## src/design/mstp_pkg.sv

```systemverilog
// ----------------------------------------------------------------------------
// mstp_pkg: shared types, constants and microprogram
// Control word layout, sequencer step labels and the microcode ROM for the
// Prim spanning tree engine.
// ----------------------------------------------------------------------------
package mstp_pkg;

	localparam int W_IDX    = 3;
	localparam int W_WEIGHT = 16;
	localparam int W_COST   = 15;

	localparam logic [W_WEIGHT-1:0] NO_EDGE  = 16'hFFFF;
	localparam logic [W_WEIGHT-1:0] INF_COST = 16'hFFFF;

	localparam int PC_W = 4;
	typedef logic [PC_W-1:0] pc_t;

	localparam pc_t PC_CLR   = 4'd0;
	localparam pc_t PC_IDLE  = 4'd1;
	localparam pc_t PC_INIT  = 4'd2;
	localparam pc_t PC_SCAN0 = 4'd3;
	localparam pc_t PC_SCAN  = 4'd4;
	localparam pc_t PC_TAIL  = 4'd5;
	localparam pc_t PC_CHECK = 4'd6;
	localparam pc_t PC_RELAX = 4'd7;
	localparam pc_t PC_NEXT  = 4'd8;
	localparam pc_t PC_OUT0  = 4'd9;
	localparam pc_t PC_ORD   = 4'd10;
	localparam pc_t PC_OLD   = 4'd11;
	localparam pc_t PC_DONE  = 4'd12;

	// jump taken when the condition holds, otherwise fall through
	typedef enum logic [2:0] {
		COND_NEXT,
		COND_ALWAYS,
		COND_CLR_BUSY,
		COND_NO_START,
		COND_VTX_MORE,
		COND_NONE_FOUND,
		COND_STEPS_LEFT,
		COND_OUT_HELD
	} cond_e;

	typedef struct packed {
		logic clr_edge;
		logic accept;
		logic cnt_clr;
		logic cnt_inc;
		logic key_init;
		logic step_clr;
		logic step_inc;
		logic scan_rd;
		logic best_clr;
		logic mark;
		logic rlx_rd;
		logic out_ld;
	} ctrl_t;

	typedef struct packed {
		logic clr_busy;
		logic start;
		logic vtx_more;
		logic none_found;
		logic steps_left;
		logic out_held;
	} stat_t;

	typedef struct packed {
		cond_e cond;
		pc_t   target;
		ctrl_t ctrl;
	} uword_t;

	function automatic uword_t ucode(pc_t pc);
		uword_t w;
		w.cond   = COND_ALWAYS;
		w.target = PC_IDLE;
		w.ctrl   = '0;
		case (pc)
			PC_CLR: begin
				w.cond = COND_CLR_BUSY; w.target = PC_CLR;
				w.ctrl.clr_edge = 1'b1; w.ctrl.cnt_inc = 1'b1;
			end
			PC_IDLE: begin
				w.cond = COND_NO_START; w.target = PC_IDLE;
				w.ctrl.accept = 1'b1; w.ctrl.cnt_clr = 1'b1; w.ctrl.step_clr = 1'b1;
			end
			PC_INIT: begin
				w.cond = COND_VTX_MORE; w.target = PC_INIT;
				w.ctrl.key_init = 1'b1; w.ctrl.cnt_inc = 1'b1;
			end
			PC_SCAN0: begin
				w.cond = COND_NEXT; w.target = PC_SCAN0;
				w.ctrl.cnt_clr = 1'b1; w.ctrl.best_clr = 1'b1;
			end
			PC_SCAN: begin
				w.cond = COND_VTX_MORE; w.target = PC_SCAN;
				w.ctrl.scan_rd = 1'b1; w.ctrl.cnt_inc = 1'b1;
			end
			PC_TAIL: begin
				w.cond = COND_NEXT; w.target = PC_TAIL;
				w.ctrl.cnt_clr = 1'b1;
			end
			PC_CHECK: begin
				w.cond = COND_NONE_FOUND; w.target = PC_OUT0;
				w.ctrl.mark = 1'b1;
			end
			PC_RELAX: begin
				w.cond = COND_VTX_MORE; w.target = PC_RELAX;
				w.ctrl.rlx_rd = 1'b1; w.ctrl.cnt_inc = 1'b1;
			end
			PC_NEXT: begin
				w.cond = COND_STEPS_LEFT; w.target = PC_SCAN0;
				w.ctrl.step_inc = 1'b1;
			end
			PC_OUT0: begin
				w.cond = COND_NEXT; w.target = PC_OUT0;
				w.ctrl.cnt_clr = 1'b1;
			end
			PC_ORD: begin
				w.cond = COND_OUT_HELD; w.target = PC_ORD;
			end
			PC_OLD: begin
				w.cond = COND_VTX_MORE; w.target = PC_ORD;
				w.ctrl.out_ld = 1'b1; w.ctrl.cnt_inc = 1'b1;
			end
			PC_DONE: begin
				w.cond = COND_ALWAYS; w.target = PC_IDLE;
			end
			default: begin
				w.cond = COND_ALWAYS; w.target = PC_IDLE;
			end
		endcase
		return w;
	endfunction

endpackage

```

## src/design/mstp_ram.sv

```systemverilog
// ----------------------------------------------------------------------------
// mstp_ram: generic single-write, single-read RAM
// One write port, one read port, read data registered.
// ----------------------------------------------------------------------------
module mstp_ram #(
	parameter int WIDTH = 16,
	parameter int DEPTH = 64
) (
	input  logic                                         clk,
	input  logic                                         we,
	input  logic [((DEPTH > 1) ? $clog2(DEPTH) : 1)-1:0] waddr,
	input  logic [WIDTH-1:0]                             wdata,
	input  logic [((DEPTH > 1) ? $clog2(DEPTH) : 1)-1:0] raddr,
	output logic [WIDTH-1:0]                             rdata
);

	logic [WIDTH-1:0] mem_q [DEPTH];
	logic [WIDTH-1:0] rdata_q;

	always_ff @(posedge clk) begin
		if (we) begin
			mem_q[waddr] <= wdata;
		end
		rdata_q <= mem_q[raddr];
	end

	assign rdata = rdata_q;

endmodule

```

## src/design/mstp_seq.sv

```systemverilog
// ----------------------------------------------------------------------------
// mstp_seq: microcode sequencer
// Step counter over the control ROM with conditional jumps on datapath status.
// ----------------------------------------------------------------------------
module mstp_seq (
	input  logic            clk,
	input  logic            arst_n,
	input  mstp_pkg::stat_t stat,
	output mstp_pkg::ctrl_t ctrl
);
	import mstp_pkg::*;

	pc_t    pc_q;
	uword_t uw;
	logic   take;

	assign uw   = ucode(pc_q);
	assign ctrl = uw.ctrl;

	always_comb begin
		case (uw.cond)
			COND_NEXT:       take = 1'b0;
			COND_ALWAYS:     take = 1'b1;
			COND_CLR_BUSY:   take = stat.clr_busy;
			COND_NO_START:   take = !stat.start;
			COND_VTX_MORE:   take = stat.vtx_more;
			COND_NONE_FOUND: take = stat.none_found;
			COND_STEPS_LEFT: take = stat.steps_left;
			COND_OUT_HELD:   take = stat.out_held;
			default:         take = 1'b0;
		endcase
	end

	always_ff @(posedge clk or negedge arst_n) begin
		if (!arst_n) begin
			pc_q <= PC_CLR;
		end else begin
			pc_q <= take ? uw.target : pc_q + 1'b1;
		end
	end

	// program counter stays inside the microprogram
	a_pc_range: assert property (@(posedge clk) disable iff (!arst_n)
		pc_q <= PC_DONE)
		else $error("sequencer left the microprogram");

	// the clearing sweep only ever hands over to idle
	a_clr_exit: assert property (@(posedge clk) disable iff (!arst_n)
		pc_q == PC_CLR |=> (pc_q == PC_CLR || pc_q == PC_IDLE))
		else $error("clear sweep exited to a wrong step");

endmodule

```

## src/design/mstp_dp.sv

```systemverilog
// ----------------------------------------------------------------------------
// mstp_dp: Prim datapath
// Edge store and key store, index counter, minimum tracker, relax compare
// and the output word register.
// ----------------------------------------------------------------------------
module mstp_dp #(
	parameter int VERTICES = 8
) (
	input  logic                                 clk,
	input  logic                                 arst_n,
	input  mstp_pkg::ctrl_t                      ctrl,
	output mstp_pkg::stat_t                      stat,
	input  logic                                 in_valid,
	output logic                                 in_stall,
	input  logic [mstp_pkg::W_IDX-1:0]           row,
	input  logic [mstp_pkg::W_IDX-1:0]           col,
	input  logic signed [mstp_pkg::W_WEIGHT-1:0] weight,
	input  logic                                 last,
	output logic                                 out_valid,
	input  logic                                 out_stall,
	output logic [mstp_pkg::W_IDX-1:0]           vertex,
	output logic [mstp_pkg::W_IDX-1:0]           parent,
	output logic [mstp_pkg::W_COST-1:0]          edge_cost,
	output logic                                 has_parent,
	output logic                                 end_of_tree
);
	import mstp_pkg::*;

	localparam int VW     = $clog2(VERTICES);
	localparam int AW     = 2 * VW;
	localparam int EDEPTH = 1 << AW;
	localparam int KDEPTH = 1 << VW;
	localparam int KW     = W_WEIGHT + VW;
	localparam logic [VW-1:0] VLAST = VW'(VERTICES - 1);
	localparam logic [VW-1:0] SLAST = VW'(VERTICES - 2);

	logic [AW-1:0]       cnt_q;
	logic [VW-1:0]       vtx;
	logic [VW-1:0]       step_q;
	logic [VW-1:0]       u_q;
	logic [VW-1:0]       idx_s1;
	logic                scan_s1;
	logic                rlx_s1;
	logic [W_WEIGHT-1:0] best_q;
	logic [VW-1:0]       best_idx_q;
	logic                found_q;
	logic [VERTICES-1:0] in_tree_q;

	logic                out_valid_q;
	logic [W_IDX-1:0]    vertex_q;
	logic [W_IDX-1:0]    parent_q;
	logic [W_COST-1:0]   cost_q;
	logic                hp_q;
	logic                eot_q;

	logic                e_we;
	logic [AW-1:0]       e_waddr;
	logic [W_WEIGHT-1:0] e_wdata;
	logic [W_WEIGHT-1:0] e_rdata;
	logic                k_we;
	logic [VW-1:0]       k_waddr;
	logic [KW-1:0]       k_wdata;
	logic [KW-1:0]       k_rdata;
	logic [W_WEIGHT-1:0] k_cost;
	logic [VW-1:0]       k_par;

	logic [VW+2:0]       row_x;
	logic [VW+2:0]       col_x;
	logic [VW+2:0]       vtx_x;
	logic [VW+2:0]       par_x;
	logic                load_ok;
	logic                relax_upd;
	logic                scan_better;
	logic                hp;

	assign vtx    = cnt_q[VW-1:0];
	assign k_cost = k_rdata[KW-1:VW];
	assign k_par  = k_rdata[VW-1:0];
	assign row_x  = {VW'(0), row};
	assign col_x  = {VW'(0), col};
	assign vtx_x  = {3'b000, vtx};
	assign par_x  = {3'b000, k_par};

	assign in_stall = !ctrl.accept;
	assign load_ok  = in_valid && ctrl.accept
		&& (row_x < (VW + 3)'(VERTICES)) && (col_x < (VW + 3)'(VERTICES));

	// edge store: clear sweep or load word
	assign e_we    = ctrl.clr_edge || load_ok;
	assign e_waddr = ctrl.clr_edge ? cnt_q : {row_x[VW-1:0], col_x[VW-1:0]};
	assign e_wdata = ctrl.clr_edge ? NO_EDGE : $unsigned(weight);

	// sign bit set counts as no edge
	assign relax_upd   = rlx_s1 && !e_rdata[W_WEIGHT-1] && !in_tree_q[idx_s1]
		&& (e_rdata < k_cost);
	assign scan_better = scan_s1 && !in_tree_q[idx_s1] && (k_cost < best_q);

	assign k_we    = ctrl.key_init || relax_upd;
	assign k_waddr = ctrl.key_init ? vtx : idx_s1;
	assign k_wdata = ctrl.key_init ? {((vtx == '0) ? '0 : INF_COST), VW'(0)}
		: {e_rdata, u_q};

	// root never gets a parent; any finite key came from a tree edge
	assign hp = (vtx != '0) && (k_cost != INF_COST);

	mstp_ram #(
		.WIDTH (W_WEIGHT),
		.DEPTH (EDEPTH)
	) u_edge_ram (
		.clk   (clk),
		.we    (e_we),
		.waddr (e_waddr),
		.wdata (e_wdata),
		.raddr ({u_q, vtx}),
		.rdata (e_rdata)
	);

	mstp_ram #(
		.WIDTH (KW),
		.DEPTH (KDEPTH)
	) u_key_ram (
		.clk   (clk),
		.we    (k_we),
		.waddr (k_waddr),
		.wdata (k_wdata),
		.raddr (vtx),
		.rdata (k_rdata)
	);

	always_ff @(posedge clk or negedge arst_n) begin
		if (!arst_n) begin
			cnt_q       <= '0;
			step_q      <= '0;
			scan_s1     <= 1'b0;
			rlx_s1      <= 1'b0;
			found_q     <= 1'b0;
			in_tree_q   <= '0;
			out_valid_q <= 1'b0;
		end else begin
			if (ctrl.cnt_clr) begin
				cnt_q <= '0;
			end else if (ctrl.cnt_inc) begin
				cnt_q <= cnt_q + 1'b1;
			end
			if (ctrl.step_clr) begin
				step_q <= '0;
			end else if (ctrl.step_inc) begin
				step_q <= step_q + 1'b1;
			end
			scan_s1 <= ctrl.scan_rd;
			rlx_s1  <= ctrl.rlx_rd;
			if (ctrl.best_clr) begin
				found_q <= 1'b0;
			end else if (scan_better) begin
				found_q <= 1'b1;
			end
			if (ctrl.key_init) begin
				in_tree_q <= '0;
			end else if (ctrl.mark && found_q) begin
				in_tree_q[best_idx_q] <= 1'b1;
			end
			if (ctrl.out_ld) begin
				out_valid_q <= 1'b1;
			end else if (!out_stall) begin
				out_valid_q <= 1'b0;
			end
		end
	end

	always_ff @(posedge clk) begin
		idx_s1 <= vtx;
		if (ctrl.best_clr) begin
			best_q <= INF_COST;
		end else if (scan_better) begin
			best_q     <= k_cost;
			best_idx_q <= idx_s1;
		end
		if (ctrl.mark && found_q) begin
			u_q <= best_idx_q;
		end
		if (ctrl.out_ld) begin
			vertex_q <= vtx_x[W_IDX-1:0];
			parent_q <= hp ? par_x[W_IDX-1:0] : '0;
			cost_q   <= hp ? k_cost[W_COST-1:0] : '0;
			hp_q     <= hp;
			eot_q    <= (vtx == VLAST);
		end
	end

	assign stat.clr_busy   = (cnt_q != '1);
	assign stat.start      = in_valid && last;
	assign stat.vtx_more   = (vtx != VLAST);
	assign stat.none_found = !found_q;
	assign stat.steps_left = (step_q != SLAST);
	assign stat.out_held   = out_valid_q && out_stall;

	assign out_valid   = out_valid_q;
	assign vertex      = vertex_q;
	assign parent      = parent_q;
	assign edge_cost   = cost_q;
	assign has_parent  = hp_q;
	assign end_of_tree = eot_q;

	// a selected vertex always carries a finite key
	a_found_finite: assert property (@(posedge clk) disable iff (!arst_n)
		found_q |-> best_q != INF_COST)
		else $error("minimum tracker holds an infinite key");

	// the row being relaxed belongs to a vertex already in the tree
	a_relax_row: assert property (@(posedge clk) disable iff (!arst_n)
		rlx_s1 |-> in_tree_q[u_q])
		else $error("relaxing from a vertex outside the tree");

endmodule

```

## src/design/minimum_spanning_tree_prim_core.sv

```systemverilog
// ----------------------------------------------------------------------------
// minimum_spanning_tree_prim_core: Prim spanning tree over an adjacency matrix
// Top level: microcode sequencer driving the Prim datapath.
// ----------------------------------------------------------------------------
// Input channel (in_valid/in_stall) carries one matrix word per unstalled
// cycle: row, col, weight (negative = no edge). Words outside VERTICES are
// dropped. A word with last set is stored, then starts the solve at vertex 0.
// Output channel (out_valid/out_stall) returns one word per vertex in
// increasing order: parent and edge cost, has_parent low for the root and
// unreachable vertices, end_of_tree on vertex VERTICES-1.
// After reset the edge store is swept to no-edge, one entry per cycle,
// over its 2**(2*clog2(VERTICES)) entries (64 at eight vertices); in_stall
// stays high. A solve then runs as sequential scan and relax passes over
// the single-read-port key and edge stores; in_stall stays high until the
// last result is loaded. Results leave through the ORD and OLD steps in
// turn; out_stall holds the word and pauses the sequencer. The next words
// may be loaded while the last result still waits.
// ----------------------------------------------------------------------------
module minimum_spanning_tree_prim_core #(
	parameter int VERTICES = 8
) (
	input  logic                                 clk,
	input  logic                                 arst_n,
	input  logic                                 in_valid,
	output logic                                 in_stall,
	input  logic [mstp_pkg::W_IDX-1:0]           row,
	input  logic [mstp_pkg::W_IDX-1:0]           col,
	input  logic signed [mstp_pkg::W_WEIGHT-1:0] weight,
	input  logic                                 last,
	output logic                                 out_valid,
	input  logic                                 out_stall,
	output logic [mstp_pkg::W_IDX-1:0]           vertex,
	output logic [mstp_pkg::W_IDX-1:0]           parent,
	output logic [mstp_pkg::W_COST-1:0]          edge_cost,
	output logic                                 has_parent,
	output logic                                 end_of_tree
);
	import mstp_pkg::*;

	ctrl_t ctrl;
	stat_t stat;

	mstp_seq u_seq (
		.clk    (clk),
		.arst_n (arst_n),
		.stat   (stat),
		.ctrl   (ctrl)
	);

	mstp_dp #(
		.VERTICES (VERTICES)
	) u_dp (
		.clk         (clk),
		.arst_n      (arst_n),
		.ctrl        (ctrl),
		.stat        (stat),
		.in_valid    (in_valid),
		.in_stall    (in_stall),
		.row         (row),
		.col         (col),
		.weight      (weight),
		.last        (last),
		.out_valid   (out_valid),
		.out_stall   (out_stall),
		.vertex      (vertex),
		.parent      (parent),
		.edge_cost   (edge_cost),
		.has_parent  (has_parent),
		.end_of_tree (end_of_tree)
	);

endmodule
```

## config.mk

```make
export PLATFORM = sky130hd
export DESIGN_NAME = minimum_spanning_tree_prim_core
export DESIGN_NICKNAME = d
export VERILOG_FILES = /design/src/design/mstp_pkg.sv /design/src/design/mstp_ram.sv /design/src/design/mstp_seq.sv /design/src/design/mstp_dp.sv /design/src/design/minimum_spanning_tree_prim_core.sv
export SDC_FILE = /design/constraint.sdc
export NUM_CORES = 1
export LEC_CHECK = 0
export BUFFER_PORTS_ARGS = -buffer_cell sky130_fd_sc_hd__buf_4
export CAP_MARGIN = 20
export CORE_ASPECT_RATIO = 1.1
export CORE_MARGIN = 2
export CORE_UTILIZATION = 50
export CTS_CLUSTER_SIZE = 40
export DETAILED_ROUTE_END_ITERATION = 8
export HOLD_SLACK_MARGIN = 0.15
export PLACE_DENSITY = 0.65
export SLEW_MARGIN = 10
export SYNTH_ARGS = -nofsm -noshare
export SYNTH_HDL_FRONTEND = slang
export SYNTH_SLANG_ARGS = --single-unit
```

## constraint.sdc

```tcl
create_clock -name clk -period 6 [get_ports clk]
set_clock_uncertainty 0.2 [all_clocks]
set_input_delay 0.3 -clock clk [delete_from_list [all_inputs] [get_ports clk]]
set_output_delay 0.3 -clock clk [all_outputs]
set_load 0.01 [all_outputs]
```

==> results.txt <==
Fin cells - 4251
Netlist Area Pre-Place - 0.0507 mm2
Reg2Reg Setup Slack - 1930 ps
Post-synth top area cell - edfxtp_1
DP HPWL - 71600 um
Outcome - finished clean
Post-synth top area share - 71.4%
Sequential area share after synthesis - 74.8%
Syn_area_per_cell - 18.9 um2
Sequential cell area - 0.0379 mm2
Synth Warn # - 0
Setup Crit Path Kind - reg -> reg
Syn_nets - 2747
Leakage power - 18.8 nW
Top FF cell, synth - edfxtp_1
MaxCap Viol Count - 0
Routed Antenna Nets - 0
CTS Buffer Depth - 3
NumNets Final - 2911
Final Max Tran Viols - 0
Core ar. - 0.101 mm2
CTS Buf Count - 130
Synthesized instance count - 2681
Async set-reset flop share out of synthesis - 1.95%
Critical Path RT - 6220 ps
Die width - 308 um
First-pass GRT wire length - 175000 um
Setup Viol. Count Final - 0
Distinct cells, synth - 73
Crit path capture type - flip-flop
Largest net degree at the start of global routing - 130
Synthesized flop and latch total - 1284
Ant. Diodes - 0
Final wirelength - 119000 um
Commonest non-fill, non-tap cells in the layout - edfxtp_1 (1205), mux4_2 (230), buf_4 (160), nand2_1 (158), clkbuf_16 (134)
Commonest non-fill, non-tap cell in the layout - edfxtp_1
GRT Residual Overflow - 0
Initial antenna violation count - 0
Ranking of synthesized cells by area - edfxtp_1 (71%), mux4_2 (10%), mux2i_1 (2.6%)
# resized after CTS - 0
Min Hold Slack - 237 ps
PD cells - 432 mW/mm2
H-tree levels - 4
Number of global-route vias before repair - 26300
Die area - 0.104 mm2
Clk Latency, worst-skew pair - 750 ps
Arr. time, crit path - 4290 ps
Multi-input gate area - 0.0119 mm2
Area grow syn2layout - 12.9%
Initial drt markers - 2827
Fmax - 0.246 GHz
DP Cell Count - 4002
Worst VDD drop - 0.000477 V
FP Rows - 122
Hold Vio Cnt, Final - 0
Rel. slew slack - 23.5%
Routed via count - 25900
I/O Buffers - 51
All-Layer GR Usage - 23.2%
Die H - 338 um
DP Worst Slack - 2090 ps
Starting density of the core - 50.4%
CP startpoint kind - flip-flop
Clock sink count - 1284
Final Cycle Share - 67.8%
Routability Congestion - 0.902
Worst-path clk slew - 60 ps
RSZ-0062 raised after global routing - no
Residual DRC - 0
TritonCTS clock tree - done
CTS Root Cell - clkbuf_16
WL/cell - 28.0 um
Actual slew at the worst max-slew pin - 1140 ps
Proportion of layout cells with a drive suffix above 1 - 23.3%
Post-synth EDFFs - 1205
Vias/cell - 6.08
Hold crit path type - in -> reg
Crit path time final - 4070 ps
CP Max Fanout - 15
IO Pins - 52
DRT Pass-1 Iters - 6
Post-route setup TNS - 0 ps
# fillers - 7391
Final Worst Setup Slack - 1930 ps
==> state kept, by name, indices dropped and copies added, names as in the netlist, 3 cells and up <==
register,cells
u_dp.u_edge_ram.mem_q,1024
u_dp.u_key_ram.mem_q,152
u_dp.u_key_ram.rdata,19
u_dp.best_q,16
u_dp.u_edge_ram.rdata,16
u_dp.edge_cost,15
u_dp.in_tree_q,8
u_dp.cnt_q,6
u_seq.pc_q,4
u_dp.best_idx_q,3
u_dp.idx_s1,3
u_dp.parent,3
u_dp.step_q,3
u_dp.u_q,3
u_dp.vertex,3
==> power by group <==
group | leakage [nW] | switching, mW | internal (mW)
combinational | 5.13 | 3.33 | 2.19
clock | 2.04 | 3.33 | 4.60
sequential | 11.6 | 0.420 | 10.8
total | 18.8 | 7.08 | 17.6
==> cell families (layout without fill, tap and decap cells) <==
kind of cell | after synthesis | in the layout | synth area share [%]
compound gates | 351 | 351 | 4.70
mux | 397 | 397 | 13.7
xor+xnor | 3 | 3 | 0.0518
fa+ha+maj | 39 | 39 | 0.963
simple gates | 421 | 421 | 3.94
buf+inv | 186 | 454 | 1.93
flops | 1284 | 1284 | 74.8
==> stage by stage <==
stage               instance area [um2]  utilization (%)  power [mW]
floorplan                         50700                -        15.2
global placement                  52900             52.6        16.8
detailed placement                52900             52.6        17.0
CTS                               57100             56.8        24.9
global route                      57200             56.9        25.6
finish                            57200             56.9        24.7
==> final timing paths <==
check                      cells past startpoint                      endpoint           start
max reg2reg                                    9  u_dp.u_edge_ram.mem_q[52][8]   u_seq.pc_q[0]
min                                            3  u_dp.u_edge_ram.mem_q[47][2]       weight[2]
max                                            9  u_dp.u_edge_ram.mem_q[52][8]   u_seq.pc_q[0]
min reg2reg                                    2                u_dp.best_q[9]  u_dp.best_q[9]
max in group asynchronous                      4                 u_dp.cnt_q[2]          arst_n
min in group asynchronous                      4             u_dp.in_tree_q[7]          arst_n
==> routing by layer <==
metal | share of wire [%] | wire length, um | vias to the layer above | GRT usage (%)
met5 | 0 | 0 | - | 0
met4 | 4.0 | 4740 | 0 | 9.71
met3 | 6.5 | 7730 | 222 | 3.61
met2 | 50 | 59400 | 1061 | 38.9
met1 | 40 | 47100 | 13400 | 30.6
li1 | - | - | 11200 | -
==> Yosys cell counts, types with 5 or more instances <==
master,count
nor3_1,5
buf_4,20
clkbuf_1,54
o221ai_1,48
mux4_2,230
o21ai_0,19
mux2i_1,133
mux2_2,28
o211ai_1,17
a22oi_1,16
inv_1,36
edfxtp_1,1205
dfrtp_1,25
buf_1,10
nor2b_1,9
nor2_1,98
a21oi_1,60
o22ai_1,16
ha_1,39
o21ai_1,82
nand2b_1,25
and2_1,30
dfxtp_1,54
buf_6,20
nand3b_1,19
nand4_1,9
a31oi_1,27
a221oi_1,16
nand2_2,14
nand3_1,33
buf_2,42
o211ai_2,15
nand2_1,158
a21o_1,9
==> critical path, stage by stage, from the launching register on <==
cell      delay [ps]
dfrtp_1          420
inv_1            100
ha_1             460
inv_1            160
nor3_2           800
nand3_1          190
a21boi_1         230
nand2_1          210
nor2_1           660
buf_4            310
==> area by class of cell <==
cell class	count	share of cell area, %
multi-input cells	1211	20.8
clock inverters	75	1.26
flip-flops and latches	1284	66.2
inverters	40	0.262
well taps	1302	2.85
repair buffers	178	2.56
clock buffers	161	6.06
==> what timing repair did <==
action	4_1_cts	5_1_grt
setup endpoints to repair	0	0
hold endpoints to repair	45	0
hold buffers	8	0
buffers inserted	0	0
Note: power is estimated with default switching activity, not from simulation.
